## config.mk

```make
export PLATFORM = sky130hd
export DESIGN_NAME = sdls_ram
export DESIGN_NICKNAME = d
export VERILOG_FILES = /design/src/rtl/core/sdls_ram.sv
export SDC_FILE = /design/constraint.sdc
export NUM_CORES = 1
export LEC_CHECK = 0
export BUFFER_PORTS_ARGS = -buffer_cell sky130_fd_sc_hd__buf_2
export CORE_MARGIN = 1
export CORE_UTILIZATION = 50
export CTS_CLUSTER_DIAMETER = 80
export DETAILED_ROUTE_END_ITERATION = 10
export GPL_ROUTABILITY_DRIVEN = 0
export GPL_TIMING_DRIVEN = 0
export HOLD_SLACK_MARGIN = 0.05
export PLACE_DENSITY = 0.7
export SLEW_MARGIN = 20
export SYNTH_ARGS = -nofsm -noshare
export SYNTH_HDL_FRONTEND = slang
export SYNTH_SLANG_ARGS = --single-unit
```

## constraint.sdc

```tcl
create_clock -name i_clk -period 14.8 [get_ports i_clk]
set_input_delay 1.48 -clock i_clk [delete_from_list [all_inputs] [get_ports i_clk]]
set_output_delay 1.48 -clock i_clk [all_outputs]
set_load 0.005 [all_outputs]
```

## src/rtl/core/sdls_ram.sv

```systemverilog
`timescale 1ns / 1ps

module sdls_ram #(
    parameter int WIDTH = 126,
    parameter int DEPTH = 4
) (
    input  logic                                 i_clk,
    input  logic                                 i_we,
    input  logic [(DEPTH > 1 ? $clog2(DEPTH) : 1)-1:0] i_waddr,
    input  logic [WIDTH-1:0]                     i_wdata,
    input  logic                                 i_re,
    input  logic [(DEPTH > 1 ? $clog2(DEPTH) : 1)-1:0] i_raddr,
    output logic [WIDTH-1:0]                     o_rdata
);

    logic [WIDTH-1:0] r_mem [DEPTH];
    logic [WIDTH-1:0] r_rdata;

    always_ff @(posedge i_clk) begin
        if (i_we) begin
            r_mem[i_waddr] <= i_wdata;
        end
        if (i_re) begin
            r_rdata <= r_mem[i_raddr];
        end
    end

    assign o_rdata = r_rdata;

endmodule

```

==> flow_metrics.env <==
export IMPL_outcome="finished, final reports clean"
export IMPL_cts_made_buffers=61
export IMPL_path_max_fanout=9
export IMPL_ant_nets=0
export IMPL_arrival_ns=2.99
export IMPL_track_usage_pct=18.3
export IMPL_r2r_cells=1
export IMPL_critPathKind="in -> reg"
export IMPL_drive_gt1_share_pct=43.7
export IMPL_post_place_ws_ns=11.46
export IMPL_die_h_um=212
export IMPL_most_common_layout_cells="edfxtp_1, buf_2, mux4_2"
export IMPL_routed_wl_um=40300
export IMPL_overflow=0
export IMPL_yosysSeqAreaShare_pct=86.1
export IMPL_clk_pin_slew_ns=0.06
export IMPL_placed_area_mm2=0.0244
export IMPL_netlist_instances=788
export IMPL_hpwl_um=25300
export IMPL_maxSlewViolCount=0
export IMPL_tightest_slew_ns=0.719
export IMPL_cts_tree="yes"
export IMPL_clock_root_buffer="clkbuf_16"
export IMPL_cap_violations=0
export IMPL_area_growth_pct=19.7
export IMPL_fin_crit_ns=2.68
export IMPL_report_final_hold_viol_count=0
export IMPL_ys_ff_latch=630
export IMPL_core_area_mm2=0.0432
export IMPL_hold_depth=1
export IMPL_post_synth_top_area_fraction_pct=86.1
export IMPL_fin_skew_ns=0.0120
export IMPL_finalWorstSetupSlack_ns=12.12
export IMPL_rows=76
export IMPL_dieArea_mm2=0.0448
export IMPL_dr_total_vias=9365
export IMPL_yosysWarnings=0
export IMPL_p_leak_nw=8.91
export IMPL_portBuffers=256
export IMPL_clock_tree_buffer_depth=3
export IMPL_rsz0062_at_grt="no"
export IMPL_grt_antenna_before_repair=10
export IMPL_fmax_mhz=373
export IMPL_grt_pass1_wl_um=59500
export IMPL_io_pins=259
export IMPL_drc=0
export IMPL_die_w_um=212
export IMPL_hold_class="reg -> reg"
export IMPL_firstDrtPassIters=6
export IMPL_cts_setup_buffers=0
export IMPL_critical_path_required_ns=15.11
export IMPL_cts_resized=0
export IMPL_total_power_mw=3.75
export IMPL_ir_drop_v=0.000118
export IMPL_syn_nets=921
export IMPL_relSlewSlack_pct=52.1
export IMPL_worst_setup_path_end_kind="flip-flop"
export IMPL_multi_input_area_mm2=0.00289
export IMPL_syn_area_per_cell_um2=27.9
export IMPL_wl_per_cell_um=22.8
export IMPL_start_util_pct=50.9
export IMPL_grt_pass1_vias=9942
export IMPL_grt_max_degree=77
export IMPL_synth_area_leaders="edfxtp_1, mux4_2, buf_2, buf_6, clkbuf_1"
export IMPL_final_common_cell="edfxtp_1"
export IMPL_period_share_pct=18.1
export IMPL_finalNonFillerCells=1768
export IMPL_seqCellArea_mm2=0.0189
export IMPL_stdcell_area_mm2=0.0263
export IMPL_fillers=2995
export IMPL_fin_nets=1268
export IMPL_dp_cells=1657
export IMPL_critPathLaunchType="input port"
export IMPL_yosysTopAreaCell="edfxtp_1"
export IMPL_clock_latency_ns=0.61
export IMPL_viasPerCell=5.30
export IMPL_syn_area_mm2=0.0220
export IMPL_ctsHtreeMaxLevel=2
export IMPL_cellPowerDensity_mw_per_mm2=143
export IMPL_first_iter_violations=571
export IMPL_cts_sinks=630
export IMPL_setup_viol=0
export IMPL_ys_types=9
export IMPL_hold_slack_ns=0.626
export IMPL_cts_hold_buf=0
export IMPL_regToRegSetupSlack_ns=13.63
layer usage:
metal,global-route usage [%],share of wire (%)
met3,5.79,6.7
met2,31.3,52
met4,4.90,1.9
met5,0,0.18
met1,22.6,39
synthesized netlist by cell type:
master    count
buf_2        14
clkbuf_1      6
and3b_1       2
and3_1        1
nor3b_1       1
buf_6         6
mux4_2      126
edfxtp_1    630
buf_4         2
worst max-delay path: stages:
cell and delay [ns]:
buf_2 0.13, nor3b_2 0.39, buf_4 0.27, buf_4 0.21
buf_6 0.17, buf_6 0.15, buf_4 0.19
through the flow:
step | util (%) | setup TNS, ns
finish | 60.9 | 0
global route | 60.9 | 0
CTS | 60.9 | 0
detailed placement | 56.5 | 0
floorplan | - | 0
global placement | 55.5 | -601.58
area by class of cell:
type                            count  area share (%)
Sequential cell                   630            72.0
Multi-Input combinational cell    130            11.0
Timing Repair Buffer              284            6.40
Clock buffer                       75            6.17
Tap cell                          585            2.78
Clock inverter                     33            1.02
Buffer                             28           0.666
Antenna cell                        3          0.0286
report_power, final:
group	switching, mW	total (mW)	leakage, nW	internal (mW)
logic	0.0981	0.189	2.14	0.0912
clock network	0.620	1.46	0.913	0.841
registers	0.0230	2.10	5.86	2.07
total	0.741	3.75	8.91	3.01
logic make-up after synthesis:
logic type             synth area share, %
multiplexers                          12.9
flip-flops                            86.1
AND/OR/NAND/NOR                      0.142
buffers and inverters                0.798
registers in the layout, indices dropped and copies added (netlist names):
register and count:
o_rdata 126, r_mem 504
path summary, 6_finish.rpt:
path	start	end
hold / removal	r_mem[2][90]	o_rdata[90]
hold reg to reg	r_mem[2][90]	o_rdata[90]
setup / recovery	i_waddr[1]	r_mem[0][89]
setup reg to reg	r_mem[3][114]	o_rdata[114]
Power figures use the tool's default switching activity.
